==> src/design/ess_pkg.sv <==
// Shared types, constants and step functions for the ellipse scanline span block.
// Used by every module under design/; depends on nothing else.
package ess_pkg;

    // register map, index = paddr[3:2]
    typedef enum logic [1:0] {
        REG_CENTER_X = 2'd0,
        REG_CENTER_Y = 2'd1,
        REG_RADIUS_X = 2'd2,
        REG_RADIUS_Y = 2'd3
    } t_reg_idx;

    localparam int unsigned RX_LIMIT = 512;
    localparam int unsigned RY_LIMIT = 256;

    // pipeline layout
    localparam int unsigned NSTG     = 11;
    localparam int unsigned ST_SQRT0 = 3;
    localparam int unsigned ST_PROD  = 6;
    localparam int unsigned ST_DIV0  = 7;
    localparam int unsigned ST_OUT   = 10;

    typedef struct packed {
        logic signed [10:0] center_x;
        logic signed [10:0] center_y;
        logic [9:0]         radius_x;
        logic [8:0]         radius_y;
    } t_cfg;

    typedef struct packed {
        logic win;
        logic err;
    } t_flags;

    // partial state of the bit-by-bit square root
    typedef struct packed {
        logic [17:0] v;
        logic [17:0] r;
    } t_sq;

    // partial state of the restoring divider
    typedef struct packed {
        logic [17:0] rem;
        logic [9:0]  q;
    } t_dv;

    // one root step at bit weight 4**k
    function automatic t_sq sq_step(t_sq s, logic [3:0] k);
        logic [17:0] b;
        logic [17:0] t;
        t_sq         o;
        b = 18'(1) << {k, 1'b0};
        t = s.r + b;
        if (s.v >= t) begin
            o.v = s.v - t;
            o.r = (s.r >> 1) + b;
        end else begin
            o.v = s.v;
            o.r = s.r >> 1;
        end
        return o;
    endfunction

    // one quotient bit at weight 2**k
    function automatic t_dv dv_step(t_dv s, logic [8:0] d, logic [3:0] k);
        logic [18:0] ds;
        t_dv         o;
        ds = 19'(d) << k;
        o  = s;
        if ({1'b0, s.rem} >= ds) begin
            o.rem  = s.rem - ds[17:0];
            o.q[k] = 1'b1;
        end
        return o;
    endfunction

endpackage

==> src/design/ess_cfg.sv <==
// APB-style configuration registers: centre and radii of the ellipse.
// Depends on ess_pkg.
module ess_cfg (
    input  logic          i_clk,
    input  logic          i_rst_n,
    input  logic          psel,
    input  logic          penable,
    input  logic          pwrite,
    input  logic [3:0]    paddr,
    input  logic [31:0]   pwdata,
    output logic [31:0]   prdata,
    output logic          pready,
    output ess_pkg::t_cfg o_cfg
);
    import ess_pkg::*;

    t_cfg     r_cfg;
    t_reg_idx idx;
    logic     wr;

    assign idx    = t_reg_idx'(paddr[3:2]);
    assign wr     = psel && penable && pwrite;
    assign pready = 1'b1;
    assign o_cfg  = r_cfg;

    always_ff @(posedge i_clk) begin
        if (!i_rst_n) begin
            r_cfg.center_x <= '0;
            r_cfg.center_y <= '0;
            r_cfg.radius_x <= '0;
            r_cfg.radius_y <= 9'd1;
        end else if (wr) begin
            case (idx)
                REG_CENTER_X: r_cfg.center_x <= pwdata[10:0];
                REG_CENTER_Y: r_cfg.center_y <= pwdata[10:0];
                REG_RADIUS_X: r_cfg.radius_x <= pwdata[9:0];
                REG_RADIUS_Y: r_cfg.radius_y <= pwdata[8:0];
                default: ;
            endcase
        end
    end

    always_comb begin
        case (idx)
            REG_CENTER_X: prdata = {21'b0, r_cfg.center_x};
            REG_CENTER_Y: prdata = {21'b0, r_cfg.center_y};
            REG_RADIUS_X: prdata = {22'b0, r_cfg.radius_x};
            REG_RADIUS_Y: prdata = {23'b0, r_cfg.radius_y};
            default:      prdata = '0;
        endcase
    end

endmodule

==> src/design/ess_front.sv <==
// Front stages: window test and |dy|, the two squares, then ry^2 - dy^2.
// Depends on ess_pkg.
module ess_front #(
    parameter int MAX_Y = 511
) (
    input  logic            i_clk,
    input  logic [2:0]      i_en,
    input  logic [8:0]      i_row,
    input  ess_pkg::t_cfg   i_cfg,
    output ess_pkg::t_flags o_flg,
    output logic [16:0]     o_inner
);
    import ess_pkg::*;

    localparam logic signed [11:0] MAXY_S = 12'(MAX_Y);

    logic signed [11:0] cy;
    logic signed [11:0] ry;
    logic signed [11:0] rs;
    logic signed [11:0] top;
    logic signed [11:0] top_c;
    logic signed [11:0] bottom;
    logic signed [11:0] dy;
    logic [11:0]        ady;
    logic               err;
    logic [17:0]        n_r2;
    logic [17:0]        n_d2;

    t_flags      r_flg;
    logic [8:0]  r_ady;
    logic [16:0] r_r2;
    logic [16:0] r_d2;
    logic [16:0] r_inner;

    always_comb begin
        cy     = {i_cfg.center_y[10], i_cfg.center_y};
        ry     = $signed({3'b0, i_cfg.radius_y});
        rs     = $signed({3'b0, i_row});
        top    = cy - ry;
        bottom = cy + ry;
        top_c  = (top < 0) ? 12'sd0 : top;
        err    = (i_cfg.radius_y == 9'd0) || (i_cfg.radius_y > 9'(RY_LIMIT))
              || (i_cfg.radius_x > 10'(RX_LIMIT)) || (bottom < 0) || (bottom > MAXY_S);
        dy     = rs - cy;
        ady    = (dy < 0) ? 12'(-dy) : 12'(dy);
        n_r2   = {9'b0, i_cfg.radius_y} * {9'b0, i_cfg.radius_y};
        n_d2   = {9'b0, r_ady} * {9'b0, r_ady};
    end

    always_ff @(posedge i_clk) begin
        if (i_en[0]) begin
            r_flg.err <= err;
            r_flg.win <= !err && (rs >= top_c) && (rs <= bottom);
            // only meaningful inside the window, where |dy| <= ry <= 256
            r_ady     <= ady[8:0];
        end
        if (i_en[1]) begin
            r_r2 <= n_r2[16:0];
            r_d2 <= n_d2[16:0];
        end
        if (i_en[2]) begin
            r_inner <= (r_r2 > r_d2) ? (r_r2 - r_d2) : 17'd0;
        end
    end

    assign o_flg   = r_flg;
    assign o_inner = r_inner;

endmodule

==> src/design/ess_sqrt.sv <==
// Pipelined bit-by-bit integer square root of a 17-bit value, three steps per stage.
// Depends on ess_pkg.
module ess_sqrt (
    input  logic        i_clk,
    input  logic [2:0]  i_en,
    input  logic [16:0] i_inner,
    output logic [8:0]  o_root
);
    import ess_pkg::*;

    t_sq r_sq [3];
    t_sq n_sq [3];

    always_comb begin
        t_sq s;
        for (int g = 0; g < 3; g++) begin
            if (g == 0) begin
                s.v = {1'b0, i_inner};
                s.r = '0;
            end else begin
                s = r_sq[g-1];
            end
            for (int j = 0; j < 3; j++) begin
                s = sq_step(s, 4'(8 - 3 * g - j));
            end
            n_sq[g] = s;
        end
    end

    always_ff @(posedge i_clk) begin
        for (int g = 0; g < 3; g++) begin
            if (i_en[g]) begin
                r_sq[g] <= n_sq[g];
            end
        end
    end

    assign o_root = r_sq[2].r[8:0];

endmodule

==> src/design/ess_div.sv <==
// Pipelined restoring divider: 18-bit dividend by 9-bit divisor, 10 quotient bits.
// Depends on ess_pkg.
module ess_div (
    input  logic        i_clk,
    input  logic [2:0]  i_en,
    input  logic [17:0] i_num,
    input  logic [8:0]  i_den,
    output logic [9:0]  o_quo
);
    import ess_pkg::*;

    t_dv r_dv [3];
    t_dv n_dv [3];

    always_comb begin
        t_dv s;
        s.rem = i_num;
        s.q   = '0;
        for (int j = 0; j < 4; j++) begin
            s = dv_step(s, i_den, 4'(9 - j));
        end
        n_dv[0] = s;
        s = r_dv[0];
        for (int j = 0; j < 3; j++) begin
            s = dv_step(s, i_den, 4'(5 - j));
        end
        n_dv[1] = s;
        s = r_dv[1];
        for (int j = 0; j < 3; j++) begin
            s = dv_step(s, i_den, 4'(2 - j));
        end
        n_dv[2] = s;
    end

    always_ff @(posedge i_clk) begin
        for (int g = 0; g < 3; g++) begin
            if (i_en[g]) begin
                r_dv[g] <= n_dv[g];
            end
        end
    end

    assign o_quo = r_dv[2].q;

endmodule

==> src/design/ellipse_scanline_span.sv <==
// Ellipse scanline span: for each requested row, the clamped left and right
// edge of a filled ellipse set up over an APB-style register port.
// Input channel: i_valid / o_stall with i_row. Output channel: o_valid /
// i_stall with o_left_x, o_right_x, o_in_window, o_config_error.
// Registers at paddr 0x0 center_x, 0x4 center_y, 0x8 radius_x, 0xC radius_y;
// write them only while no row is in flight.
// The pipeline has 11 register stages: window test, squares, difference,
// three root stages, the rx*root product, three divider stages and the edge
// clamp. One row is taken every cycle while the output side keeps up.
// Each stage has a valid bit and moves when the stage after it is empty or
// moving, so bubbles close up and a row can still enter while a result waits.
// When the receiver stalls, the result holds and the stages fill behind it;
// o_stall rises once the first stage is occupied and cannot move.
// Reset clears all valid bits and sets the registers to centre 0,0,
// radius_x 0 and radius_y 1.
module ellipse_scanline_span #(
    parameter int MAX_X = 703,
    parameter int MAX_Y = 511
) (
    input  logic        i_clk,
    input  logic        i_rst_n,
    input  logic        psel,
    input  logic        penable,
    input  logic        pwrite,
    input  logic [3:0]  paddr,
    input  logic [31:0] pwdata,
    output logic [31:0] prdata,
    output logic        pready,
    input  logic        i_valid,
    output logic        o_stall,
    input  logic [8:0]  i_row,
    output logic        o_valid,
    input  logic        i_stall,
    output logic [9:0]  o_left_x,
    output logic [9:0]  o_right_x,
    output logic        o_in_window,
    output logic        o_config_error
);
    import ess_pkg::*;

    localparam logic signed [11:0] MAXX_S = 12'(MAX_X);

    t_cfg              cfg;
    t_flags            flg0;
    logic [16:0]       inner;
    logic [8:0]        root;
    logic [9:0]        dx;
    logic [NSTG-1:0]   en;
    logic [NSTG-1:0]   n_vld;
    logic signed [11:0] cx;
    logic signed [11:0] lx;
    logic signed [11:0] rx;
    logic [19:0]       n_prod;

    logic [NSTG-1:0]   r_vld;
    t_flags            r_flg [1:NSTG-1];
    logic [17:0]       r_prod;
    logic [9:0]        r_left;
    logic [9:0]        r_right;

    function automatic logic [9:0] clamp_x(logic signed [11:0] x);
        if (x < 0) begin
            return 10'd0;
        end
        if (x > MAXX_S) begin
            return 10'(MAX_X);
        end
        return x[9:0];
    endfunction

    ess_cfg u_cfg (
        .i_clk   (i_clk),
        .i_rst_n (i_rst_n),
        .psel    (psel),
        .penable (penable),
        .pwrite  (pwrite),
        .paddr   (paddr),
        .pwdata  (pwdata),
        .prdata  (prdata),
        .pready  (pready),
        .o_cfg   (cfg)
    );

    ess_front #(.MAX_Y(MAX_Y)) u_front (
        .i_clk   (i_clk),
        .i_en    (en[2:0]),
        .i_row   (i_row),
        .i_cfg   (cfg),
        .o_flg   (flg0),
        .o_inner (inner)
    );

    ess_sqrt u_sqrt (
        .i_clk   (i_clk),
        .i_en    (en[ST_SQRT0 +: 3]),
        .i_inner (inner),
        .o_root  (root)
    );

    ess_div u_div (
        .i_clk (i_clk),
        .i_en  (en[ST_DIV0 +: 3]),
        .i_num (r_prod),
        .i_den (cfg.radius_y),
        .o_quo (dx)
    );

    // a stage loads when it is empty or the next one moves on
    always_comb begin
        en[NSTG-1] = !r_vld[NSTG-1] || !i_stall;
        for (int k = NSTG - 2; k >= 0; k--) begin
            en[k] = !r_vld[k] || en[k+1];
        end
        n_vld = {r_vld[NSTG-2:0], i_valid};
    end

    always_ff @(posedge i_clk) begin
        if (!i_rst_n) begin
            r_vld <= '0;
        end else begin
            for (int k = 0; k < NSTG; k++) begin
                if (en[k]) begin
                    r_vld[k] <= n_vld[k];
                end
            end
        end
    end

    always_ff @(posedge i_clk) begin
        if (en[1]) begin
            r_flg[1] <= flg0;
        end
        for (int k = 2; k < NSTG; k++) begin
            if (en[k]) begin
                r_flg[k] <= r_flg[k-1];
            end
        end
    end

    always_comb begin
        n_prod = {10'b0, cfg.radius_x} * {11'b0, root};
        cx     = {cfg.center_x[10], cfg.center_x};
        lx     = cx - $signed({2'b0, dx});
        rx     = cx + $signed({2'b0, dx});
    end

    always_ff @(posedge i_clk) begin
        if (en[ST_PROD]) begin
            r_prod <= n_prod[17:0];
        end
        if (en[ST_OUT]) begin
            r_left  <= r_flg[ST_OUT-1].win ? clamp_x(lx) : 10'd0;
            r_right <= r_flg[ST_OUT-1].win ? clamp_x(rx) : 10'd0;
        end
    end

    assign o_stall        = !en[0];
    assign o_valid        = r_vld[ST_OUT];
    assign o_left_x       = r_left;
    assign o_right_x      = r_right;
    assign o_in_window    = r_flg[ST_OUT].win;
    assign o_config_error = r_flg[ST_OUT].err;

    a_win_err: assert property (@(posedge i_clk) disable iff (!i_rst_n)
        o_valid |-> !(o_in_window && o_config_error))
        else $error("row in window under a bad configuration");

    a_zero_out: assert property (@(posedge i_clk) disable iff (!i_rst_n)
        (o_valid && !o_in_window) |-> (o_left_x == 10'd0 && o_right_x == 10'd0))
        else $error("span not zero outside the window");

    a_order: assert property (@(posedge i_clk) disable iff (!i_rst_n)
        o_valid |-> (o_left_x <= o_right_x))
        else $error("left edge beyond right edge");

    a_stall_full: assert property (@(posedge i_clk) disable iff (!i_rst_n)
        o_stall |-> r_vld[0])
        else $error("input stalled with an empty first stage");

endmodule

==> config.mk <==
export PLATFORM = sky130hd
export DESIGN_NAME = ellipse_scanline_span
export DESIGN_NICKNAME = d
export VERILOG_FILES = /design/src/design/ess_pkg.sv /design/src/design/ess_cfg.sv /design/src/design/ess_front.sv /design/src/design/ess_sqrt.sv /design/src/design/ess_div.sv /design/src/design/ellipse_scanline_span.sv
export SDC_FILE = /design/constraint.sdc
export NUM_CORES = 1
export LEC_CHECK = 0
export ABC_CLOCK_PERIOD_IN_PS = 12850
export BUFFER_PORTS_ARGS = -buffer_cell sky130_fd_sc_hd__buf_2
export CORE_MARGIN = 2
export CORE_UTILIZATION = 60
export DETAILED_ROUTE_END_ITERATION = 16
export PLACE_DENSITY = 0.79
export SKIP_LAST_GASP = 1
export SLEW_MARGIN = 20
export SYNTH_ARGS = -nofsm -noshare
export SYNTH_HDL_FRONTEND = slang
export SYNTH_SLANG_ARGS = --single-unit
==> constraint.sdc <==
create_clock -name i_clk -period 12.85 [get_ports i_clk]
set_input_delay 0.6425 -clock i_clk [delete_from_list [all_inputs] [get_ports i_clk]]
set_output_delay 0.6425 -clock i_clk [all_outputs]
set_load 0.02 [all_outputs]
==> results of run 1 <==
## cells by family (layout without fill, tap and decap cells)
| family | Yosys count | in the layout | share of synthesized area |
|---|---|---|---|
| compound gates | 604 | 604 | 0.1402 |
| xor+xnor | 187 | 187 | 0.05875 |
| other cells | 2 | 25 | 0.0002694 |
| buf+inv | 463 | 509 | 0.06692 |
| flops | 281 | 281 | 0.2840 |
| mux | 111 | 111 | 0.04596 |
| fa+ha+maj | 467 | 467 | 0.2470 |
| simple gates | 856 | 856 | 0.1569 |
## final cells by class
class | count | area, sq um | area share
flip-flops and latches | 281 | 7918 | 0.2664
diodes | 3 | 7.507 | 0.0002526
inverters | 372 | 1396 | 0.04698
repair buffers | 81 | 450.4 | 0.01516
well taps | 600 | 750.7 | 0.02526
multi-input cells | 2247 | 18210 | 0.6126
clock inverters | 21 | 166.4 | 0.005599
clock buffers | 35 | 823.3 | 0.02770
## flip-flops by register name (all words and copies together), names as in the netlist, 16 cells and up
name             cells
r_flg               20
r_prod              18
u_cfg.o_cfg         41
u_div.r_dv          57
u_front.o_inner     17
u_front.r_d2        16
u_front.r_r2        16
u_sqrt.r_sq         54
## critical path, delay by kind of cell (launching register included)
family,cells,cell delay (ps)
AO/OA/AOI/OAI,18,4170
AND/OR/NAND/NOR,10,2720
adder cells (fa/ha/maj),4,1480
buffers and inverters,5,910
flip-flops,1,510
multiplexers,1,400
## per-stage QoR
step	utilization	worst slack, ps
5_1_grt	0.6519	1546
4_1_cts	0.6515	2455
3_3_place_gp	0.6297	3053
2_1_floorplan	-	3102
3_5_place_dp	0.6297	2501
6_report	0.6521	2371
## layer usage
metal  vias up  wire length (microns)
li1      10390                      -
met1     10300                  27790
met2       678                  29780
met3       142                   4630
met4         2                   1915
met5         -                     17
## cells in the final DEF (no fill, tap or decap), types with 18 or more instances in the layout
cell type and count:
sky130_fd_sc_hd__inv_1 365, sky130_fd_sc_hd__ha_1 328, sky130_fd_sc_hd__edfxtp_1 229, sky130_fd_sc_hd__nand2_1 226
sky130_fd_sc_hd__nor2_1 194, sky130_fd_sc_hd__a21oi_1 169, sky130_fd_sc_hd__o21ai_0 142, sky130_fd_sc_hd__fa_1 139
sky130_fd_sc_hd__xnor2_1 133, sky130_fd_sc_hd__nor2b_1 85, sky130_fd_sc_hd__and2_1 83, sky130_fd_sc_hd__buf_2 63
sky130_fd_sc_hd__a21o_1 62, sky130_fd_sc_hd__mux2i_1 59, sky130_fd_sc_hd__xor2_1 54, sky130_fd_sc_hd__dfxtp_1 52
sky130_fd_sc_hd__nor3_1 46, sky130_fd_sc_hd__o21a_1 35, sky130_fd_sc_hd__mux2_2 35, sky130_fd_sc_hd__nand2b_1 33
sky130_fd_sc_hd__clkbuf_16 32, sky130_fd_sc_hd__nand3_1 31, sky130_fd_sc_hd__nand4_1 28, sky130_fd_sc_hd__nor4_1 23
sky130_fd_sc_hd__conb_1 22, sky130_fd_sc_hd__a31oi_1 18, sky130_fd_sc_hd__a21boi_0 18, sky130_fd_sc_hd__o21bai_1 18
sky130_fd_sc_hd__buf_4 18
## power breakdown
group	internal [mW]	switching [mW]	leakage [nW]	total (mW)
registers	1.41	0.147	3.01	1.56
clock network	0.484	0.385	0.496	0.869
logic	2.82	3.54	9.83	6.36
total	4.72	4.07	13.3	8.79
## Yosys cell counts, drive strengths merged, types with 20 or more instances
cell    instances  area share
inv           369       0.050
ha            328        0.15
nand2         230       0.031
edfxtp        229        0.25
nor2          197       0.027
a21oi         170       0.031
o21ai         152       0.027
fa            139        0.10
xnor2         133       0.042
and2           85       0.019
nor2b          85       0.019
a21o           62       0.017
mux2i          59       0.021
clkbuf         56      0.0075
xor2           54       0.017
dfxtp          52       0.037
nor3           51      0.0099
mux2           43       0.018
o21a           36       0.010
buf            35      0.0093
nand2b         33      0.0074
nand3          31      0.0056
nand4          28      0.0063
nor4           27      0.0070
a21boi         21      0.0057
o31ai          20      0.0066
## path summary, 6_finish.rpt
| check | start | endpoint | slack [ps] |
|---|---|---|---|
| min | i_stall | r_vld[10]$_SDFFE_PN0P_ | 350 |
| min reg2reg | u_div.r_dv[0][36]$_DFFE_PP_ | u_div.r_dv[0][64]$_DFFE_PP_ | 410 |
| max | u_cfg.o_cfg[7]$_SDFFE_PN0P_ | u_div.r_dv[0][22]$_DFFE_PP_ | 2370 |
| max reg2reg | u_cfg.o_cfg[7]$_SDFFE_PN0P_ | u_div.r_dv[0][22]$_DFFE_PP_ | 2370 |
==> impl_metrics.sql, run 1 <==
INSERT INTO impl_metrics (metric_group, metric, value, unit) VALUES
('timing', 'unrepaired_setup_endpoints_after_global_routing', 'no', ''),
('die', 'fp.coreArea', '45580', 'sq um'),
('clock_network', 'cts_hold_buf', '0', ''),
('detailed_routing', 'routed_antenna_nets', '0', ''),
('grt', 'gr-usage-met3', '0.04859', ''),
('timing', 'max_freq', '95.43', 'MHz'),
('timing', 'maxSlewHeadroom', '0.3131', ''),
('detailed_routing', 'remaining_drc_errors', '0', ''),
('grt', 'grt_start_max_net_pins', '53', ''),
('setup_path', 'critPathRequiredTime', '13180', 'ps'),
('grt', 'gr-total-overflow', '0', ''),
('logic_synthesis', 'netlist_instances', '2971', ''),
('logic_synthesis', 'synth_edf_count', '229', ''),
('die', 'die_w', '219.6', 'microns'),
('pwr', 'power-per-cell-area', '295.8', 'nW/um^2'),
('die', 'dieArea', '48200', 'sq um'),
('setup_path', 'crit_arrival', '10810', 'ps'),
('logic_synthesis', 'post_synth.cell_area_avg', '9.383', 'sq um'),
('die', 'boundaryPins', '109', ''),
('setup_path', 'critical-path-max-stage-delay', '690', 'ps'),
('grt', 'met2_resource_use_gr', '0.4543', ''),
('clock_network', 'ctsLongestPathBuffers', '3', ''),
('detailed_routing', 'firstDrtPassIters', '5', ''),
('detailed_routing', 'drt-initial-drc-count', '1478', ''),
('detailed_routing', 'vias', '21520', ''),
('placed_design', 'finalWeightedCongestion', '0.9492', ''),
('timing', 'period_needed', '10480', 'ps'),
('placed_design', 'dpl_cell_area', '28700', 'sq um'),
('setup_path', 'most_common_cell_on_crit_path', 'sky130_fd_sc_hd__a21oi_1', ''),
('clock_network', 'clk_transition_reported_paths', '60', 'ps'),
('timing', 'finalClockSkew', '20.99', 'ps'),
('die', 'effective_utilization_at_floorplan', '0.6117', ''),
('detailed_routing', 'routedWlPerCell', '17.62', 'microns'),
('cells_and_area', 'area.growth.synth_to_final', '6.607', '%'),
('timing', 'holdWs', '354.5', 'ps'),
('grt', 'grtUsageTotal', '0.2707', ''),
('timing', 'finalHoldViolCount', '0', ''),
('placed_design', 'place.port_buffers', '63', ''),
('timing', 'setup_total_negative_slack', '0', 'ps'),
('die', 'core.rowCount', '78', ''),
('logic_synthesis', 'dominantRegCellSynth', 'sky130_fd_sc_hd__edfxtp_1', ''),
('setup_path', 'critical-path-slowest-cell', 'sky130_fd_sc_hd__o21ai_0', ''),
('detailed_routing', 'avg_vias_per_cell', '5.911', ''),
('pwr', 'power', '8.791', 'mW'),
('cells_and_area', 'fill_cells', '3566', ''),
('grt', 'via_count_of_the_first_global_routing_pass', '21460', ''),
('setup_path', 'criticalPathCategory', 'register to register', ''),
('clock_network', 'cts_num_sinks', '281', ''),
('logic_synthesis', 'async_reset_ff_frac', '0', ''),
('clock_network', 'post_cts.repair.setup_buffers', '0', ''),
('clock_network', 'number_of_cts_inserted_buffers', '30', ''),
('setup_path', 'peak_fanout_along_the_critical_path', '18', ''),
('clock_network', 'cts_max_level', '1', ''),
('placed_design', 'hpwlAfterDp', '50.59', 'mm'),
('clock_network', 'insertion_delay', '590', 'ps'),
('detailed_routing', 'totalWireLength', '64.13', 'mm'),
('clock_network', 'clock_tree_from_tritoncts', 'yes', ''),
('outcome', 'run_status', 'finished, final reports clean', ''),
('min_path', 'hold_class', 'input port to register', ''),
('grt', 'grt.met1_usage', '0.3573', ''),
('cells_and_area', 'post_layout_nonfiller_instances', '3640', ''),
('clock_network', 'cell_at_the_root_of_the_clock_tree', 'sky130_fd_sc_hd__clkbuf_16', ''),
('die', 'die_h', '219.6', 'microns'),
('timing', 'final.period_utilization', '0.8155', ''),
('pwr', 'static-leakage-power', '13.34', 'nW'),
('logic_synthesis', 'netlist_area', '27880', 'sq um'),
('setup_path', 'start_kind', 'register', ''),
('logic_synthesis', 'postSynthRegisterBits', '281', ''),
('grt', 'busiest_layer', 'met2', ''),
('logic_synthesis', 'yosys.cell_types.count', '105', ''),
('logic_synthesis', 'seq_area_frac_synth', '0.2840', '');
Power figures use the tool's default switching activity.
==> run 2: changes to the inputs <==
Settings changed: ABC_AREA set to 1, ABC_CLOCK_PERIOD_IN_PS 12850 to 8800, CORE_UTILIZATION 60 to 58.
Clock period 12.85 ns to 8.8 ns, I/O delays scaled along.
==> impl_metrics.sql, run 2 <==
INSERT INTO impl_metrics (metric_group, metric, value, unit) VALUES
('min_path', 'min_delay_path_depth', '3', ''),
('setup_path', 'worstRegToRegCells', '43', ''),
('detailed_routing', 'avg_vias_per_cell', '5.433', ''),
('die', 'effective_utilization_at_floorplan', '0.5874', ''),
('grt', 'antenna_violations_before_repair', '2', ''),
('min_path', 'hold_class', 'input port to register', ''),
('grt', 'gr-total-overflow', '0', ''),
('logic_synthesis', 'post_synth_main_area_contributors', 'sky130_fd_sc_hd__edfxtp_1 24%, sky130_fd_sc_hd__ha_1 14%, sky130_fd_sc_hd__nand2_1 10%', ''),
('detailed_routing', 'routedWlPerCell', '15.41', 'microns'),
('detailed_routing', 'routed_wl_met3', '5.357', 'mm'),
('clock_network', 'number_of_cts_inserted_buffers', '31', ''),
('cells_and_area', 'most-common-layout-cells', '795 x sky130_fd_sc_hd__nand2_1, 651 x sky130_fd_sc_hd__inv_1, 328 x sky130_fd_sc_hd__ha_1, 273 x sky130_fd_sc_hd__nor2_1', ''),
('cells_and_area', 'regMostFlops', 'u_div.r_dv', ''),
('cells_and_area', 'largest_reg_flops', '57', ''),
('logic_synthesis', 'yosys.cell_types.count', '60', ''),
('timing', 'report.final.setup_viol', '0', ''),
('timing', 'finalClockSkew', '27.21', 'ps'),
('setup_path', 'crit_arrival', '8340', 'ps'),
('detailed_routing', 'wirelength_met1', '30.09', 'mm'),
('grt', 'via_count_of_the_first_global_routing_pass', '22680', ''),
('die', 'dieArea', '51270', 'sq um'),
('setup_path', 'peak_fanout_along_the_critical_path', '14', ''),
('timing', 'maxSlewHeadroom', '0.2831', ''),
('cells_and_area', 'layout_commonest_cell', 'sky130_fd_sc_hd__nand2_1', ''),
('detailed_routing', 'firstDrtPassIters', '6', ''),
('clock_network', 'clock_tree_from_tritoncts', 'yes', ''),
('logic_synthesis', 'synth.most_common_cell', 'sky130_fd_sc_hd__nand2_1', ''),
('detailed_routing', 'routed-wl-met2', '31.31', 'mm'),
('timing', 'slew_viol_final', '0', ''),
('cells_and_area', 'utilization', '0.6297', ''),
('cells_and_area', 'layout.cell_area.non_filler', '30760', 'sq um'),
('placed_design', 'dpl_cell_area', '29590', 'sq um'),
('setup_path', 'start_kind', 'register', ''),
('timing', 'max_freq', '125.2', 'MHz'),
('run', 'drv_cap', '0', ''),
('logic_synthesis', 'seq_area_frac_synth', '0.2759', ''),
('grt', 'grt_first_pass_wirelength', '110.7', 'mm'),
('detailed_routing', 'top_routing_layer_in_use', 'met5', ''),
('setup_path', 'most_common_cell_on_crit_path', 'sky130_fd_sc_hd__nand2_1', ''),
('die', 'core.rowCount', '81', ''),
('cells_and_area', 'antenna-diode-count', '0', ''),
('logic_synthesis', 'synth_edf_count', '229', ''),
('outcome', 'run_status', 'finished, final reports clean', ''),
('grt', 'grt_start_max_net_pins', '43', ''),
('detailed_routing', 'vias', '24060', ''),
('logic_synthesis', 'async_reset_ff_frac', '0', ''),
('setup_path', 'setup.worst_path.end_class', 'register', ''),
('logic_synthesis', 'dominantRegCellSynth', 'sky130_fd_sc_hd__edfxtp_1', ''),
('detailed_routing', 'remaining_drc_errors', '0', ''),
('placed_design', 'finalWeightedCongestion', '0.9297', ''),
('clock_network', 'cts_max_level', '1', ''),
('detailed_routing', 'drt-initial-drc-count', '1889', ''),
('timing', 'worst_pin_slew', '1074', 'ps'),
('logic_synthesis', 'netlist_area', '28700', 'sq um'),
('logic_synthesis', 'post_synth.cell_area_avg', '7.766', 'sq um'),
('timing', 'final.period_utilization', '0.9080', ''),
('placed_design', 'place.port_buffers', '63', ''),
('cells_and_area', 'layout.nets', '4258', ''),
('detailed_routing', 'routed_antenna_nets', '0', ''),
('logic_synthesis', 'synth.largest_area_cell', 'sky130_fd_sc_hd__edfxtp_1', ''),
('timing', 'finalHoldViolCount', '0', ''),
('logic_synthesis', 'synth_top_area_share', '0.2396', ''),
('die', 'die_h', '226.4', 'microns'),
('clock_network', 'clk_transition_reported_paths', '70', 'ps'),
('clock_network', 'cts_hold_buf', '0', ''),
('grt', 'grtUsageTotal', '0.2674', ''),
('logic_synthesis', 'ys_warn_count', '0', ''),
('cells_and_area', 'fill_cells', '4227', ''),
('placed_design', 'place_inst', '4364', ''),
('cells_and_area', 'post_layout_nonfiller_instances', '4428', ''),
('clock_network', 'ctsLongestPathBuffers', '3', ''),
('clock_network', 'insertion_delay', '600', 'ps'),
('setup_path', 'critical-path-slowest-cell', 'sky130_fd_sc_hd__edfxtp_1', ''),
('logic_synthesis', 'postSynthRegisterBits', '281', ''),
('placed_design', 'hpwlAfterDp', '53.18', 'mm'),
('die', 'die_w', '226.4', 'microns'),
('clock_network', 'cell_at_the_root_of_the_clock_tree', 'sky130_fd_sc_hd__clkbuf_16', ''),
('die', 'fp.coreArea', '48850', 'sq um'),
('cells_and_area', 'drive_gt1_frac', '0.06217', ''),
('setup_path', 'critPathRequiredTime', '9150', 'ps'),
('logic_synthesis', 'netlist_instances', '3695', ''),
('logic_synthesis', 'synthTopCellsByCount', '796 x sky130_fd_sc_hd__nand2_1, 653 x sky130_fd_sc_hd__inv_1, 328 x sky130_fd_sc_hd__ha_1', ''),
('timing', 'period_needed', '7990', 'ps'),
('detailed_routing', 'totalWireLength', '68.26', 'mm'),
('setup_path', 'critical-path-max-stage-delay', '450', 'ps'),
('cells_and_area', 'area.growth.synth_to_final', '7.199', '%'),
('setup_path', 'criticalPathCategory', 'register to register', ''),
('clock_network', 'cts_num_sinks', '281', ''),
('die', 'boundaryPins', '109', '');
-- run 2: layer usage --
layer | global-route usage | vias to the layer above
met1 | 0.3623 | 11090
met5 | 0 | -
met3 | 0.04704 | 132
li1 | - | 12060
met2 | 0.4442 | 771
met4 | 0.06791 | 2
-- run 2: metrics by stage --
step,setup WS (ps),TNS (ps),hold slack (ps)
floorplan,449.1,0,400.3
global placement,369.3,0,404.4
detailed placement,169.7,0,405.2
CTS,153.1,0,31.17
global route,-30.85,-30.85,80.69
finish,809.7,0,49.76
-- run 2: final timing paths --
kind,startpoint,slack [ps],end
min,i_valid,50,r_vld[0]$_SDFFE_PN0N_
max,r_prod[11]$_DFFE_PP_,810,u_div.r_dv[0][25]$_DFFE_PP_
min reg2reg,r_flg[0][7]$_DFFE_PP_,420,r_flg[0][9]$_DFFE_PP_
max reg2reg,r_prod[11]$_DFFE_PP_,810,u_div.r_dv[0][25]$_DFFE_PP_
-- run 2: logic make-up after synthesis --
| logic type | count (synthesis) | synth area share |
|---|---|---|
| AOI/OAI and AO/OA | 539 | 0.1026 |
| DFF | 281 | 0.2759 |
| buffers and inverters | 763 | 0.1041 |
| muxes | 2 | 0.0007848 |
| adders and majority gates | 467 | 0.2400 |
| and+or+nand+nor | 1458 | 0.2205 |
| xor gates and xnor gates | 183 | 0.05586 |
| other | 2 | 0.0002617 |
-- run 2: what timing repair did --
item / in CTS / in global routing
setup endpoints to repair: 0 / 13
resized for setup: 0 / 16
setup buffers: 0 / 5
-- run 2: final cells by class --
class,instances,area [sq um],area share
Tap cell,664,830.8,0.02701
Timing Repair inverter,1,7.507,0.0002441
Sequential cell,281,7919,0.2574
Clock buffer,36,794.5,0.02583
Multi-Input combinational cell,2671,17890,0.5817
Clock inverter,22,287.8,0.009355
Timing Repair Buffer,93,540.5,0.01757
Inverter,660,2487,0.08086
-- run 2: critical path: cells and delay by family, from the launching register on --
| kind | cells | cell delay, ps |
|---|---|---|
| buffers and inverters | 7 | 850 |
| flip-flops | 1 | 450 |
| adder cells (fa/ha/maj) | 4 | 1380 |
| AND/OR/NAND/NOR | 18 | 2720 |
| AO/OA/AOI/OAI | 14 | 2360 |
Power of run 2 is not shown: default switching activity piles up to over one toggle a cycle in this logic, so the estimate is an artifact.
